## src/rtl/grid_dda_column_raycaster_core_macros.svh

```systemverilog
// assertion macros shared by the raycaster rtl
`ifndef GRID_DDA_COLUMN_RAYCASTER_CORE_MACROS_SVH
`define GRID_DDA_COLUMN_RAYCASTER_CORE_MACROS_SVH

// same-cycle implication
`define GDDA_ASSERT_IMP(name, clk, rst, ante, cons, msg) \
   name: assert property (@(posedge clk) disable iff (rst) (ante) |-> (cons)) \
      else $error(msg);

// next-cycle implication
`define GDDA_ASSERT_NXT(name, clk, rst, ante, cons, msg) \
   name: assert property (@(posedge clk) disable iff (rst) (ante) |=> (cons)) \
      else $error(msg);

`endif

```

## src/rtl/gdda_pkg.sv

```systemverilog
// types, constants and helper functions for the grid dda raycaster
`default_nettype none

package gdda_pkg;

   localparam int MAP_DIM     = 8;
   localparam int SCREEN_COLS = 512;
   localparam int SCREEN_ROWS = 256;

   localparam int NCELLS    = MAP_DIM * MAP_DIM;
   localparam int CELL_AW   = $clog2(NCELLS);
   localparam int TILE_W    = 3;
   localparam int CRD_W     = 8;
   localparam int MAX_STEPS = 2 * MAP_DIM + 2;
   localparam int STEP_W    = $clog2(MAX_STEPS + 1);
   localparam int FRAC_W    = 16;
   localparam int XCAM_W    = 25;
   localparam int PROD_W    = XCAM_W + 16;
   localparam int RAY_W     = PROD_W - 14 + 1;
   localparam int FX_W      = FRAC_W + 1;
   localparam int DELTA_W   = 31;
   localparam int DIST_W    = 36;
   localparam int DIVN_W    = 31;
   localparam int HMAX      = 2 * SCREEN_ROWS;
   localparam int H_W       = $clog2(HMAX + 1);
   localparam int HALF_ROWS = SCREEN_ROWS / 2;

   localparam logic [TILE_W-1:0] LAYOUT8 [64] = '{
      3'd1, 3'd1, 3'd1, 3'd1, 3'd1, 3'd1, 3'd1, 3'd1,
      3'd1, 3'd0, 3'd0, 3'd0, 3'd0, 3'd0, 3'd0, 3'd1,
      3'd1, 3'd0, 3'd0, 3'd0, 3'd0, 3'd3, 3'd0, 3'd1,
      3'd1, 3'd0, 3'd0, 3'd0, 3'd0, 3'd0, 3'd0, 3'd1,
      3'd1, 3'd0, 3'd2, 3'd0, 3'd4, 3'd4, 3'd0, 3'd1,
      3'd1, 3'd0, 3'd0, 3'd0, 3'd4, 3'd0, 3'd0, 3'd1,
      3'd1, 3'd0, 3'd3, 3'd0, 3'd0, 3'd0, 3'd0, 3'd1,
      3'd1, 3'd1, 3'd1, 3'd1, 3'd1, 3'd1, 3'd1, 3'd1
   };

   typedef enum logic {
      KIND_CAST  = 1'b0,
      KIND_WRITE = 1'b1
   } kind_type;

   typedef struct packed {
      logic               kind;
      logic [8:0]         column;
      logic [18:0]        pos_x;
      logic [18:0]        pos_y;
      logic signed [15:0] dir_x;
      logic signed [15:0] dir_y;
      logic signed [15:0] plane_x;
      logic signed [15:0] plane_y;
      logic [5:0]         cell_index;
      logic [2:0]         cell_value;
   } req_item_type;

   typedef struct packed {
      logic [7:0]  wall_top;
      logic [7:0]  wall_bottom;
      logic [31:0] wall_color;
      logic        hit_side;
      logic [2:0]  hit_tile;
      logic        out_of_bounds;
      logic [8:0]  column_out;
   } rsp_item_type;

   typedef logic [NCELLS-1:0][TILE_W-1:0] tile_array_type;

   function automatic tile_array_type reset_tiles();
      tile_array_type t;
      t = '0;
      for (int r = 0; r < MAP_DIM; r++) begin
         for (int c = 0; c < MAP_DIM; c++) begin
            if (r == 0 || c == 0 || r == MAP_DIM - 1 || c == MAP_DIM - 1) begin
               t[r * MAP_DIM + c] = TILE_W'(1);
            end else if (r < 7 && c < 7) begin
               t[r * MAP_DIM + c] = LAYOUT8[r * 8 + c];
            end
         end
      end
      return t;
   endfunction

   localparam tile_array_type RESET_TILES = reset_tiles();

   function automatic logic [31:0] tile_color(input logic [TILE_W-1:0] t);
      logic [31:0] c;
      unique case (t)
         3'd1:    c = 32'hFF0000FF;
         3'd2:    c = 32'hFF00FF00;
         3'd3:    c = 32'hFFFF0000;
         3'd4:    c = 32'hFFFF00FF;
         default: c = 32'hFF000000;
      endcase
      return c;
   endfunction

   // channel * 0xc0 / 256 == channel * 3 / 4
   function automatic logic [7:0] dim_channel(input logic [7:0] ch);
      logic [9:0] p;
      p = {2'b00, ch} + {1'b0, ch, 1'b0};
      return p[9:2];
   endfunction

   function automatic logic [31:0] dim_color(input logic [31:0] c);
      return {8'hFF, dim_channel(c[23:16]), dim_channel(c[15:8]), dim_channel(c[7:0])};
   endfunction

endpackage

`default_nettype wire

```

## src/rtl/gdda_tile_mem.sv

```systemverilog
// tile map memory with reset layout held by per-entry valid bits
`default_nettype none

module gdda_tile_mem (
   input  wire logic                               clock,
   input  wire logic                               reset,
   input  wire logic                               wr_en,
   input  wire logic [gdda_pkg::CELL_AW-1:0]       wr_addr,
   input  wire logic [gdda_pkg::TILE_W-1:0]        wr_data,
   input  wire logic                               rd_en,
   input  wire logic [gdda_pkg::CELL_AW-1:0]       rd_addr,
   output logic      [gdda_pkg::TILE_W-1:0]        rd_data
);

   logic [gdda_pkg::TILE_W-1:0] mem [gdda_pkg::NCELLS];
   logic [gdda_pkg::NCELLS-1:0] valid_ff;
   logic [gdda_pkg::TILE_W-1:0] rd_data_ff;

   always_ff @(posedge clock) begin
      if (wr_en) begin
         mem[wr_addr] <= wr_data;
      end
      if (rd_en) begin
         rd_data_ff <= valid_ff[rd_addr] ? mem[rd_addr] : gdda_pkg::RESET_TILES[rd_addr];
      end
   end

   // entries not yet written read as the built-in layout
   always_ff @(posedge clock) begin
      if (reset) begin
         valid_ff <= '0;
      end else if (wr_en) begin
         valid_ff[wr_addr] <= 1'b1;
      end
   end

   assign rd_data = rd_data_ff;

endmodule

`default_nettype wire

```

## src/rtl/gdda_divider.sv

```systemverilog
// restoring divider, one quotient bit per cycle
`default_nettype none

module gdda_divider (
   input  wire logic                              clock,
   input  wire logic                              reset,
   input  wire logic                              go,
   input  wire logic [gdda_pkg::DIVN_W-1:0]       dividend,
   input  wire logic [gdda_pkg::DIST_W-1:0]       divisor,
   output logic                                   done,
   output logic      [gdda_pkg::DIVN_W-1:0]       quotient
);

   localparam int CNT_W = $clog2(gdda_pkg::DIVN_W + 1);

   logic                          busy_ff;
   logic                          done_ff;
   logic [CNT_W-1:0]              cnt_ff;
   logic [gdda_pkg::DIVN_W-1:0]   quo_ff;
   logic [gdda_pkg::DIST_W:0]     rem_ff;
   logic [gdda_pkg::DIST_W-1:0]   dvs_ff;
   logic [gdda_pkg::DIST_W:0]     trial;
   logic                          fits;

   assign trial = {rem_ff[gdda_pkg::DIST_W-1:0], quo_ff[gdda_pkg::DIVN_W-1]};
   assign fits  = trial >= {1'b0, dvs_ff};

   always_ff @(posedge clock) begin
      if (go) begin
         quo_ff <= dividend;
         rem_ff <= '0;
         dvs_ff <= divisor;
      end else if (busy_ff) begin
         rem_ff <= fits ? trial - {1'b0, dvs_ff} : trial;
         quo_ff <= {quo_ff[gdda_pkg::DIVN_W-2:0], fits};
      end
   end

   always_ff @(posedge clock) begin
      if (reset) begin
         busy_ff <= 1'b0;
         done_ff <= 1'b0;
         cnt_ff  <= '0;
      end else begin
         done_ff <= 1'b0;
         if (go) begin
            busy_ff <= 1'b1;
            cnt_ff  <= '0;
         end else if (busy_ff) begin
            cnt_ff <= cnt_ff + CNT_W'(1);
            if (cnt_ff == CNT_W'(gdda_pkg::DIVN_W - 1)) begin
               busy_ff <= 1'b0;
               done_ff <= 1'b1;
            end
         end
      end
   end

   assign done     = done_ff;
   assign quotient = quo_ff;

endmodule

`default_nettype wire

```

## src/rtl/grid_dda_column_raycaster_core.sv

```systemverilog
// top level: cast and map-write sequencer around the tile memory and the shared divider
//
//   channel  ports                        direction  transfer when
//   request  start, busy, req_item        in         start && !busy
//   result   rsp_strobe, rsp_item         out        rsp_strobe (one cycle)
//
// a map write keeps busy high through the S_WRITE state. a cast keeps busy high through three
// serial divides (two reciprocals and the wall height) in the shared divider (start, 31
// quotient bits, done), plus a read of the tile memory per step; a miss or a zero wall
// distance skips the last divide.
// synchronous active-high reset; the map reads as the built-in layout after it.
// the result strobe comes in the first idle cycle and cannot be held off by the receiver.
`default_nettype none

`include "grid_dda_column_raycaster_core_macros.svh"

module grid_dda_column_raycaster_core (
   input  wire logic                    clock,
   input  wire logic                    reset,
   input  wire logic                    start,
   output logic                         busy,
   input  wire gdda_pkg::req_item_type  req_item,
   output logic                         rsp_strobe,
   output gdda_pkg::rsp_item_type       rsp_item
);

   typedef enum logic [3:0] {
      S_IDLE, S_WRITE, S_RAYX, S_RAYY, S_RAYS, S_DIVX, S_DIVXW, S_DIVY, S_DIVYW,
      S_SIDEX, S_SIDEY, S_STEP, S_BOUND, S_CHECK, S_HGO, S_HWAIT
   } state_type;

   localparam int CW    = gdda_pkg::CRD_W;
   localparam int MUL_W = gdda_pkg::FX_W + gdda_pkg::DELTA_W;

   state_type                            state_ff;
   gdda_pkg::req_item_type               req_ff;
   logic signed [gdda_pkg::PROD_W-1:0]   prod_ff;
   logic signed [gdda_pkg::RAY_W-1:0]    rx_ff;
   logic signed [gdda_pkg::RAY_W-1:0]    ry_ff;
   logic [gdda_pkg::DELTA_W-1:0]         dx_ff;
   logic [gdda_pkg::DELTA_W-1:0]         dy_ff;
   logic [gdda_pkg::DIST_W-1:0]          distx_ff;
   logic [gdda_pkg::DIST_W-1:0]          disty_ff;
   logic signed [CW-1:0]                 cx_ff;
   logic signed [CW-1:0]                 cy_ff;
   logic [gdda_pkg::STEP_W-1:0]          steps_ff;
   logic                                 side_ff;
   logic [gdda_pkg::TILE_W-1:0]          tile_ff;
   logic [gdda_pkg::DIST_W-1:0]          perp_ff;
   logic                                 rsp_strobe_ff;
   gdda_pkg::rsp_item_type               rsp_ff;

   logic signed [gdda_pkg::XCAM_W-1:0]   xcam;
   logic [gdda_pkg::RAY_W-1:0]           ax;
   logic [gdda_pkg::RAY_W-1:0]           ay;
   logic                                 vx;
   logic                                 vy;
   logic [gdda_pkg::FX_W-1:0]            fx;
   logic [gdda_pkg::FX_W-1:0]            fy;
   logic                                 step_x;
   logic                                 out_map;
   logic [gdda_pkg::CELL_AW-1:0]         rd_addr;
   logic [gdda_pkg::TILE_W-1:0]          rd_data;
   logic                                 mem_wr_en;
   logic                                 mem_rd_en;
   logic                                 div_go;
   logic [gdda_pkg::DIVN_W-1:0]          div_dividend;
   logic [gdda_pkg::DIST_W-1:0]          div_divisor;
   logic                                 div_done;
   logic [gdda_pkg::DIVN_W-1:0]          div_quotient;
   logic [gdda_pkg::H_W-1:0]             h_val;
   logic signed [gdda_pkg::H_W+1:0]      top_val;
   logic signed [gdda_pkg::H_W+1:0]      bot_val;
   logic [31:0]                          color;

   // camera x = 2*column/cols - 1 in q.14
   assign xcam = $signed(gdda_pkg::XCAM_W'(({15'b0, req_ff.column} << 15)
                  / gdda_pkg::SCREEN_COLS)) - gdda_pkg::XCAM_W'(16384);

   assign ax = rx_ff[gdda_pkg::RAY_W-1] ? gdda_pkg::RAY_W'(-rx_ff) : gdda_pkg::RAY_W'(rx_ff);
   assign ay = ry_ff[gdda_pkg::RAY_W-1] ? gdda_pkg::RAY_W'(-ry_ff) : gdda_pkg::RAY_W'(ry_ff);
   assign vx = rx_ff != '0;
   assign vy = ry_ff != '0;

   // distance to the next grid line in the step direction
   assign fx = rx_ff[gdda_pkg::RAY_W-1] ? {1'b0, req_ff.pos_x[15:0]}
             : gdda_pkg::FX_W'(65536) - {1'b0, req_ff.pos_x[15:0]};
   assign fy = ry_ff[gdda_pkg::RAY_W-1] ? {1'b0, req_ff.pos_y[15:0]}
             : gdda_pkg::FX_W'(65536) - {1'b0, req_ff.pos_y[15:0]};

   assign step_x  = vx && (!vy || distx_ff < disty_ff);
   assign out_map = cx_ff < 0 || cx_ff >= CW'(gdda_pkg::MAP_DIM)
                 || cy_ff < 0 || cy_ff >= CW'(gdda_pkg::MAP_DIM);
   assign rd_addr = gdda_pkg::CELL_AW'(cy_ff * CW'(gdda_pkg::MAP_DIM) + cx_ff);

   assign mem_wr_en = (state_ff == S_WRITE)
                   && ({1'b0, req_ff.cell_index} < 7'(gdda_pkg::NCELLS));
   assign mem_rd_en = (state_ff == S_BOUND) && !out_map;

   always_comb begin
      div_go       = 1'b0;
      div_dividend = gdda_pkg::DIVN_W'(1) << 30;
      div_divisor  = gdda_pkg::DIST_W'(ax);
      unique case (state_ff)
         S_DIVX: div_go = 1'b1;
         S_DIVY: begin
            div_go      = 1'b1;
            div_divisor = gdda_pkg::DIST_W'(ay);
         end
         S_HGO: begin
            div_go       = perp_ff != '0;
            div_dividend = gdda_pkg::DIVN_W'(gdda_pkg::SCREEN_ROWS) << 16;
            div_divisor  = perp_ff;
         end
         default: ;
      endcase
   end

   // wall height, saturated; span around the screen middle
   assign h_val   = (div_quotient > gdda_pkg::DIVN_W'(gdda_pkg::HMAX))
                  ? gdda_pkg::H_W'(gdda_pkg::HMAX) : gdda_pkg::H_W'(div_quotient);
   assign top_val = $signed((gdda_pkg::H_W+2)'(gdda_pkg::HALF_ROWS))
                  - $signed((gdda_pkg::H_W+2)'(h_val >> 1));
   assign bot_val = $signed((gdda_pkg::H_W+2)'(gdda_pkg::HALF_ROWS))
                  + $signed((gdda_pkg::H_W+2)'(h_val >> 1));
   assign color   = gdda_pkg::tile_color(tile_ff);

   always_ff @(posedge clock) begin
      if (reset) begin
         state_ff      <= S_IDLE;
         rsp_strobe_ff <= 1'b0;
      end else begin
         rsp_strobe_ff <= 1'b0;
         unique case (state_ff)
            S_IDLE: begin
               if (start) begin
                  req_ff   <= req_item;
                  state_ff <= (req_item.kind == gdda_pkg::KIND_WRITE) ? S_WRITE : S_RAYX;
               end
            end
            S_WRITE: state_ff <= S_IDLE;
            S_RAYX: begin
               prod_ff  <= gdda_pkg::PROD_W'(req_ff.plane_x * xcam);
               state_ff <= S_RAYY;
            end
            S_RAYY: begin
               rx_ff    <= gdda_pkg::RAY_W'(req_ff.dir_x) + gdda_pkg::RAY_W'(prod_ff >>> 14);
               prod_ff  <= gdda_pkg::PROD_W'(req_ff.plane_y * xcam);
               state_ff <= S_RAYS;
            end
            S_RAYS: begin
               ry_ff    <= gdda_pkg::RAY_W'(req_ff.dir_y) + gdda_pkg::RAY_W'(prod_ff >>> 14);
               state_ff <= S_DIVX;
            end
            S_DIVX: state_ff <= S_DIVXW;
            S_DIVXW: begin
               if (div_done) begin
                  dx_ff    <= vx ? div_quotient : '0;
                  state_ff <= S_DIVY;
               end
            end
            S_DIVY: state_ff <= S_DIVYW;
            S_DIVYW: begin
               if (div_done) begin
                  dy_ff    <= vy ? div_quotient : '0;
                  state_ff <= S_SIDEX;
               end
            end
            S_SIDEX: begin
               distx_ff <= gdda_pkg::DIST_W'((MUL_W'(fx) * MUL_W'(dx_ff)) >> 16);
               state_ff <= S_SIDEY;
            end
            S_SIDEY: begin
               disty_ff <= gdda_pkg::DIST_W'((MUL_W'(fy) * MUL_W'(dy_ff)) >> 16);
               cx_ff    <= CW'(req_ff.pos_x[18:16]);
               cy_ff    <= CW'(req_ff.pos_y[18:16]);
               steps_ff <= '0;
               side_ff  <= 1'b0;
               if (vx || vy) begin
                  state_ff <= S_STEP;
               end else begin
                  rsp_ff        <= '{out_of_bounds: 1'b1, column_out: req_ff.column,
                                     default: '0};
                  rsp_strobe_ff <= 1'b1;
                  state_ff      <= S_IDLE;
               end
            end
            S_STEP: begin
               if (steps_ff == gdda_pkg::STEP_W'(gdda_pkg::MAX_STEPS)) begin
                  rsp_ff        <= '{out_of_bounds: 1'b1, column_out: req_ff.column,
                                     default: '0};
                  rsp_strobe_ff <= 1'b1;
                  state_ff      <= S_IDLE;
               end else begin
                  if (step_x) begin
                     distx_ff <= distx_ff + gdda_pkg::DIST_W'(dx_ff);
                     cx_ff    <= rx_ff[gdda_pkg::RAY_W-1] ? cx_ff - CW'(1) : cx_ff + CW'(1);
                     side_ff  <= 1'b0;
                  end else begin
                     disty_ff <= disty_ff + gdda_pkg::DIST_W'(dy_ff);
                     cy_ff    <= ry_ff[gdda_pkg::RAY_W-1] ? cy_ff - CW'(1) : cy_ff + CW'(1);
                     side_ff  <= 1'b1;
                  end
                  steps_ff <= steps_ff + gdda_pkg::STEP_W'(1);
                  state_ff <= S_BOUND;
               end
            end
            S_BOUND: begin
               if (out_map) begin
                  rsp_ff        <= '{out_of_bounds: 1'b1, column_out: req_ff.column,
                                     default: '0};
                  rsp_strobe_ff <= 1'b1;
                  state_ff      <= S_IDLE;
               end else begin
                  state_ff <= S_CHECK;
               end
            end
            S_CHECK: begin
               if (rd_data != '0) begin
                  tile_ff  <= rd_data;
                  perp_ff  <= side_ff ? disty_ff - gdda_pkg::DIST_W'(dy_ff)
                                      : distx_ff - gdda_pkg::DIST_W'(dx_ff);
                  state_ff <= S_HGO;
               end else begin
                  state_ff <= S_STEP;
               end
            end
            S_HGO: begin
               if (perp_ff == '0) begin
                  rsp_ff.wall_top      <= '0;
                  rsp_ff.wall_bottom   <= 8'(gdda_pkg::SCREEN_ROWS - 1);
                  rsp_ff.wall_color    <= side_ff ? gdda_pkg::dim_color(color) : color;
                  rsp_ff.hit_side      <= side_ff;
                  rsp_ff.hit_tile      <= tile_ff;
                  rsp_ff.out_of_bounds <= 1'b0;
                  rsp_ff.column_out    <= req_ff.column;
                  rsp_strobe_ff        <= 1'b1;
                  state_ff             <= S_IDLE;
               end else begin
                  state_ff <= S_HWAIT;
               end
            end
            S_HWAIT: begin
               if (div_done) begin
                  rsp_ff.wall_top      <= (top_val < 0) ? 8'd0 : 8'(top_val);
                  rsp_ff.wall_bottom   <=
                     (bot_val > (gdda_pkg::H_W+2)'(gdda_pkg::SCREEN_ROWS - 1))
                     ? 8'(gdda_pkg::SCREEN_ROWS - 1) : 8'(bot_val);
                  rsp_ff.wall_color    <= side_ff ? gdda_pkg::dim_color(color) : color;
                  rsp_ff.hit_side      <= side_ff;
                  rsp_ff.hit_tile      <= tile_ff;
                  rsp_ff.out_of_bounds <= 1'b0;
                  rsp_ff.column_out    <= req_ff.column;
                  rsp_strobe_ff        <= 1'b1;
                  state_ff             <= S_IDLE;
               end
            end
            default: state_ff <= S_IDLE;
         endcase
      end
   end

   gdda_tile_mem u_tile_mem (
      .clock   (clock),
      .reset   (reset),
      .wr_en   (mem_wr_en),
      .wr_addr (req_ff.cell_index),
      .wr_data (req_ff.cell_value),
      .rd_en   (mem_rd_en),
      .rd_addr (rd_addr),
      .rd_data (rd_data)
   );

   gdda_divider u_divider (
      .clock    (clock),
      .reset    (reset),
      .go       (div_go),
      .dividend (div_dividend),
      .divisor  (div_divisor),
      .done     (div_done),
      .quotient (div_quotient)
   );

   assign busy       = state_ff != S_IDLE;
   assign rsp_strobe = rsp_strobe_ff;
   assign rsp_item   = rsp_ff;

   `GDDA_ASSERT_NXT(a_accept_busy, clock, reset, start && !busy, busy, "accepted item left block idle")
   `GDDA_ASSERT_IMP(a_rsp_idle, clock, reset, rsp_strobe, !busy, "result strobe while busy")
   `GDDA_ASSERT_IMP(a_oob_zero, clock, reset, rsp_strobe && rsp_item.out_of_bounds, rsp_item.wall_color == 32'd0 && rsp_item.hit_tile == 3'd0, "miss result carries wall data")
   `GDDA_ASSERT_IMP(a_hit_tile, clock, reset, rsp_strobe && !rsp_item.out_of_bounds, rsp_item.hit_tile != 3'd0, "hit result with empty tile")

endmodule

`default_nettype wire

```

## config.mk

```make
export PLATFORM = sky130hd
export DESIGN_NAME = grid_dda_column_raycaster_core
export DESIGN_NICKNAME = d
export VERILOG_FILES = /design/src/rtl/gdda_pkg.sv /design/src/rtl/gdda_tile_mem.sv /design/src/rtl/gdda_divider.sv /design/src/rtl/grid_dda_column_raycaster_core.sv
export VERILOG_INCLUDE_DIRS = /design/src /design/src/rtl
export SDC_FILE = /design/constraint.sdc
export NUM_CORES = 2
export LEC_CHECK = 0
export BUFFER_PORTS_ARGS = -buffer_cell sky130_fd_sc_hd__buf_2
export CAP_MARGIN = 20
export CORE_MARGIN = 3
export CORE_UTILIZATION = 59
export DETAILED_ROUTE_END_ITERATION = 8
export GPL_TIMING_DRIVEN = 0
export PLACE_DENSITY = 0.87
export SETUP_SLACK_MARGIN = 0.1
export SLEW_MARGIN = 20
export SYNTH_ARGS = -nofsm -noshare
export SYNTH_HDL_FRONTEND = slang
export SYNTH_SLANG_ARGS = --single-unit
```

## constraint.sdc

```tcl
create_clock -name clock -period 9.85 [get_ports clock]
set_input_delay 0.4925 -clock clock [delete_from_list [all_inputs] [get_ports clock]]
set_output_delay 0.4925 -clock clock [all_outputs]
set_load 0.1 [all_outputs]
```

[Word level (Yosys, flattened, before mapping)]
Memories as Yosys holds them, arrays and structs flattened.
Index checks and enable logic that the tools add are counted.
Cells by class
  bitwise operators: 3
  equality and inequality tests: 32
  multipliers: 4
  $add $sub $neg: 24
  order comparisons: 12
  muxes and demuxes: 71
  reduce and logical (&&, ||, !) cells: 38
Operators with widths (number)
  2-to-1 mux 62 bit: 5
  case mux 62 bit (5 select lines): 1
  2-to-1 mux 36 bit: 6
  case mux 36 bit (2 select lines): 3
  multiplier 17 x 31 -> 48 bit: 2
  case mux 24 bit (4 select lines): 1
  2-to-1 mux 31 bit: 3
  case mux 41 bit (2 select lines): 1
  adder 36 x 31 -> 36 bit: 2
  subtractor 36 x 31 -> 36 bit: 2
  multiplier 16 x 16 -> 32 bit: 2
  2-to-1 mux 8 bit: 8
  bitwise OR 64 bit: 1
  case mux 4 bit (16 select lines): 1
  adder 16 x 27 -> 28 bit: 2
  2-to-1 mux 28 bit: 2
  negator 28 bit: 2
  nonzero test 28 bit: 2
  greater-or-equal comparator 37 x 36 -> 1 bit: 1
  zero test 36 bit: 1
  < comparator 36 bit: 1
  nonzero test 36 bit: 1
  subtractor 36 bit: 1
  2-to-1 mux 17 bit: 2
  54 further kinds: 131
Storage, ports and cells
  register bits after elaboration: 656
  logic and storage cells: 225
  input port bits: 124
  memories kept: 2
  memory bits (read-only): 192
  RAM bits: 192
  output and inout port bits: 64
Memory list
  (no name shown): depth 64, bits a word 3, rd ports 1, clocked after memory_dff 0, write ports 0, line gdda_tile_mem.sv:24  | rd_data_ff <= valid_ff[rd_addr] ? mem[rd_addr] : gdda_pkg::RESET_TILES[rd_addr];
  u_tile_mem.mem: depth 64, bits a word 3, rd ports 1, clocked after memory_dff 0, write ports 1, line gdda_tile_mem.sv:15  | logic [gdda_pkg::TILE_W-1:0] mem [gdda_pkg::NCELLS];

[Depth between registers and ports, before layout]
  word-level depth: 7
  gate-level depth with buffers: 33
  mapped depth without buffers: 31

[Modules after synthesis]
A second synthesis with hierarchy kept.
Unflattened totals
  cell total of the unflattened synthesis: 9079
  area, all modules: 87800.5 sq um
By module, submodules not included
  grid_dda_column_raycaster_core: area each 70969.3 sq um, cells each 7770, sequential area each 12892.4 sq um, instances 1
  gdda_tile_mem: area each 10224.8 sq um, cells each 656, sequential area each 7136.8 sq um, instances 1
  gdda_divider: area each 6606.3 sq um, cells each 653, sequential area each 2872.8 sq um, instances 1

[Least setup slack after synthesis]
Ideal clock, no wire load.
  path type: register -> register
  start: register state_ff[0]
  end: register req_ff[0] in the netlist's numbering (enable)
  library setup time: 0.771 ns
  buffers on the path: 1
  data arrival time: 10.466 ns
  cell stages (with the launch flop): 5
  setup slack: -1.387 ns
  data required time: 9.079 ns
  period minus slack after synthesis: 11.237 ns
  cell sequence: dfxtp_1 > clkdlybuf4s50_2 > nor2_1 > nand2_1 > nor3b_1
Between the ends
  longest elaborated chain between the ends: 2
RTL lines
  start, declared: line grid_dda_column_raycaster_core.sv:35  | state_type state_ff;
  start signal, assigned: line grid_dda_column_raycaster_core.sv:138  | state_ff <= (req_item.kind == gdda_pkg::KIND_WRITE) ? S_WRITE : S_RAYX;
  zero test 4 bit: line grid_dda_column_raycaster_core.sv:134  | unique case (state_ff)
  AND reduction 3 bit (no line)
  end signal, assigned: line grid_dda_column_raycaster_core.sv:137  | req_ff <= req_item;
  end, declared: line grid_dda_column_raycaster_core.sv:36  | gdda_pkg::req_item_type req_ff;
Every way passes these cells.
A chain may end at the register's enable or synchronous reset.

[Worst setup path in the final report]
  start: register ry_ff[27] in the netlist's numbering
  end: register disty_ff[18] in the netlist's numbering (data pin)
Between the ends
  longest elaborated chain between the ends: 3
RTL lines
  start, declared: line grid_dda_column_raycaster_core.sv:39  | logic signed [gdda_pkg::RAY_W-1:0] ry_ff;
  start signal, assigned: line grid_dda_column_raycaster_core.sv:152  | ry_ff <= gdda_pkg::RAY_W'(req_ff.dir_y) + gdda_pkg::RAY_W'(prod_ff >>> 14);
  2-to-1 mux 17 bit: line grid_dda_column_raycaster_core.sv:88  | assign fy = ry_ff[gdda_pkg::RAY_W-1] ? {1'b0, req_ff.pos_y[15:0]}
  multiplier 17 x 31 -> 48 bit: line grid_dda_column_raycaster_core.sv:174  | disty_ff <= gdda_pkg::DIST_W'((MUL_W'(fy) * MUL_W'(dy_ff)) >> 16);
  case mux 36 bit (2 select lines): line grid_dda_column_raycaster_core.sv:134
  end signal, assigned: line grid_dda_column_raycaster_core.sv:174
  end signal, assigned: line grid_dda_column_raycaster_core.sv:200  | disty_ff <= disty_ff + gdda_pkg::DIST_W'(dy_ff);
  end, declared: line grid_dda_column_raycaster_core.sv:43  | logic [gdda_pkg::DIST_W-1:0] disty_ff;
Every way passes these cells.

==> impl_metrics.py <==
metrics = {
    "routing": {
        "vias": 68053,
        "vias_per_cell": 5.972,
        "drt-pass1-iter-count": 6,
        "wirelength_um": 252100,
        "drc": 0,
        "ant_nets": 0,
        "wl_per_cell_um": 22.13,
        "drt_iter0_markers": 7021,
    },
    "critical_path": {
        "r2r-end": "disty_ff[18]$_DFFE_PP_",
        "cp_max_fo": 10,
        "cp_slowest_cell": "edfxtp_1",
        "r2r_start": "ry_ff[27]$_DFFE_PP_",
        "crit_arrival_ns": 9.82,
        "crit_family": "adder cells",
        "path_class": "reg2reg",
        "endpoint_kind": "flip-flop",
        "cp_common_cell": "fa_1",
        "slowest_delay_ns": 0.66,
        "start_kind": "flip-flop",
        "critPathBufInv": 6,
        "rr_worst_depth": 26,
        "reg2reg_setup_slack_ns": 0.45,
        "cp.required_ns": 10.27,
    },
    "synth": {
        "ys_top_cells_by_area": "fa_1, edfxtp_1, ha_1",
        "synthFlopType": "edfxtp_1",
        "synth_top_area_share_pct": 26.51,
        "synth.most_common_cell": "inv_1",
        "synth_area_per_cell_um2": 9.719,
        "synth_area_mm2": 0.08699,
        "yosys-top-cells-count": "inv_1, fa_1, nand2_1, edfxtp_1, ha_1",
        "yosysTopAreaCell": "fa_1",
        "seq_area_frac_synth_pct": 26.33,
        "synth_edf_count": 688,
        "synth_nets": 10876,
        "synth_warnings": 0,
        "ys_ff_latch": 800,
        "async_flop_share_pct": 0,
        "synthCells": 8950,
        "synthDistinctLibCells": 102,
    },
    "place": {
        "hpwl_um": 196300,
        "port_buffers": 186,
        "placed_cell_area_mm2": 0.09091,
        "gp_congestion": 1.004,
    },
    "cts": {
        "cts_buffers": 90,
        "insertion_delay_ns": 0.76,
        "cts_buffer_depth": 3,
        "cts_sinks": 800,
        "path_clk_slew_ns": 0.06,
        "clockRootBuffer": "clkbuf_16",
        "htreeDepth": 3,
        "cts_tree": "done",
    },
    "layout": {
        "regArea_mm2": 0.02290,
        "final_util_pct": 65.48,
        "multi_input_area_mm2": 0.05629,
        "drive_gt1_share_pct": 7.107,
        "post-route-cell-area_mm2": 0.09565,
        "areaGrowthSynthToFinish_pct": 9.964,
        "nets": 11319,
        "fillCellCount": 10898,
    },
    "die": {
        "dieArea_mm2": 0.1521,
        "die_h_um": 390.0,
        "ios": 188,
        "start_util_pct": 59.54,
        "fp.coreArea_mm2": 0.1461,
        "rows": 140,
        "die_w_um": 390.0,
    },
    "worst_hold_path": {
        "hold_path.class": "in2reg",
        "worstHoldEndpoint": "req_ff[99]$_DFFE_PP_",
        "min_from": "req_item[99]",
        "hold_path_depth": 1,
    },
    "global_routing": {
        "busiest_layer": "met2",
        "grt_use_total_pct": 33.49,
        "antenna_found_initial": 13,
        "grtUsageMet3_pct": 7.537,
        "grt_max_degree": 32,
        "grt_use_met1_pct": 40.43,
        "use_met2_pct": 54.83,
        "globalRoute.totalOverflow": 0,
        "grt_pass1_wl_um": 393600,
        "grt_pass1_vias": 71300,
    },
    "sta": {
        "finClkSkew_ns": 0.1094,
        "worstMarginPinSlew_ns": 1.189,
        "fin_crit_sh_pct": 95.44,
        "holdWs_ns": 0.03791,
        "fmax_ghz": 0.1064,
        "setup_violations": 0,
        "rsz0062_at_grt": "false",
        "maxSlewHeadroom_pct": 20.74,
        "min_period_ns": 9.401,
        "tns_ns": 0,
        "final_hold_viol_count": 0,
        "drv_slew": 0,
    },
    "flow_run": {
        "maxCapViolations": 0,
    },
    "status": {
        "status": "completed",
    },
}
-- cell families (layout without fill, tap and decap cells) --
group	count (synthesis)	in the layout	share of synthesized area, %
AOI/OAI and AO/OA	1078	1078	7.956
and+or+nand+nor	2667	2667	14.24
adders and majority gates	1802	1802	35.86
DFF	800	800	26.33
xor gates and xnor gates	375	375	3.776
buffers and inverters	2112	2632	9.316
muxes	116	116	2.524
other	0	8	0
-- final cells by class --
type | count | share of cell area [%]
multi-input combinational | 6038 | 58.85
sequential | 800 | 23.94
inverter | 1678 | 6.589
timing repair buffer | 351 | 2.731
tap | 1917 | 2.508
clock buffer | 105 | 2.445
buffer | 434 | 1.931
clock inverter | 64 | 0.9850
antenna | 8 | 0.02093
-- state kept, by name, summed over array words and instances, names as in the netlist, 28 cells and up --
signal	cells
distx_ff	36
u_divider.rem_ff	36
ry_ff	28
rx_ff	28
dy_ff	31
u_divider.dvs_ff	36
rsp_item	37
u_tile_mem.mem	192
u_tile_mem.valid_ff	64
perp_ff	36
req_ff	120
u_divider.quotient	31
dx_ff	31
disty_ff	36
-- what timing repair did --
action / CTS / global route
resized for setup: 17 / 55
pin swaps: 0 / 0
setup endpoints to repair: 14 / 22
buffers inserted: 2 / 0
hold buffers: 117 / 0
endpoints found under the hold margin: 117 / 0
-- worst max-delay path by stage --
stage / endpoint / depth (start not counted) / slack [ns] / start
detailed placement: disty_ff[18]$_DFFE_PP_ / 28 / -0.64 / ry_ff[27]$_DFFE_PP_
CTS: disty_ff[18]$_DFFE_PP_ / 29 / 0.21 / req_ff[73]$_DFFE_PP_
floorplan: disty_ff[18]$_DFFE_PP_ / 30 / 1.93 / req_ff[73]$_DFFE_PP_
global placement: disty_ff[18]$_DFFE_PP_ / 28 / -0.45 / ry_ff[27]$_DFFE_PP_
global route: disty_ff[18]$_DFFE_PP_ / 28 / 0.13 / ry_ff[27]$_DFFE_PP_
finish: disty_ff[18]$_DFFE_PP_ / 26 / 0.45 / ry_ff[27]$_DFFE_PP_
-- per-stage QoR --
step	setup WS [ns]	instances
2_1_floorplan	1.927	8950
3_3_place_gp	-0.4525	11053
3_5_place_dp	-0.6391	11098
4_1_cts	0.2106	11386
5_1_grt	0.1286	11390
6_report	0.4488	11395
-- cell usage in the layout (no fill, tap or decap), drive strengths merged, types with 119 or more instances in the layout --
master,n
a21o,119
buf,291
xnor2,235
nor2,581
edfxtp,688
o21ai,226
a21oi,333
nand2,1137
fa,1152
xor2,140
and2,410
clkbuf,481
ha,650
inv,1680
-- layer usage --
layer / up-vias / wire, um
met5: - / 31
met4: 6 / 18690
met3: 1094 / 25630
met2: 3986 / 119500
met1: 33557 / 88320
li1: 29410 / -
Power is left out: the tool's default activity adds up to more than one toggle a clock period on the data nets, which glitch-free logic cannot reach.
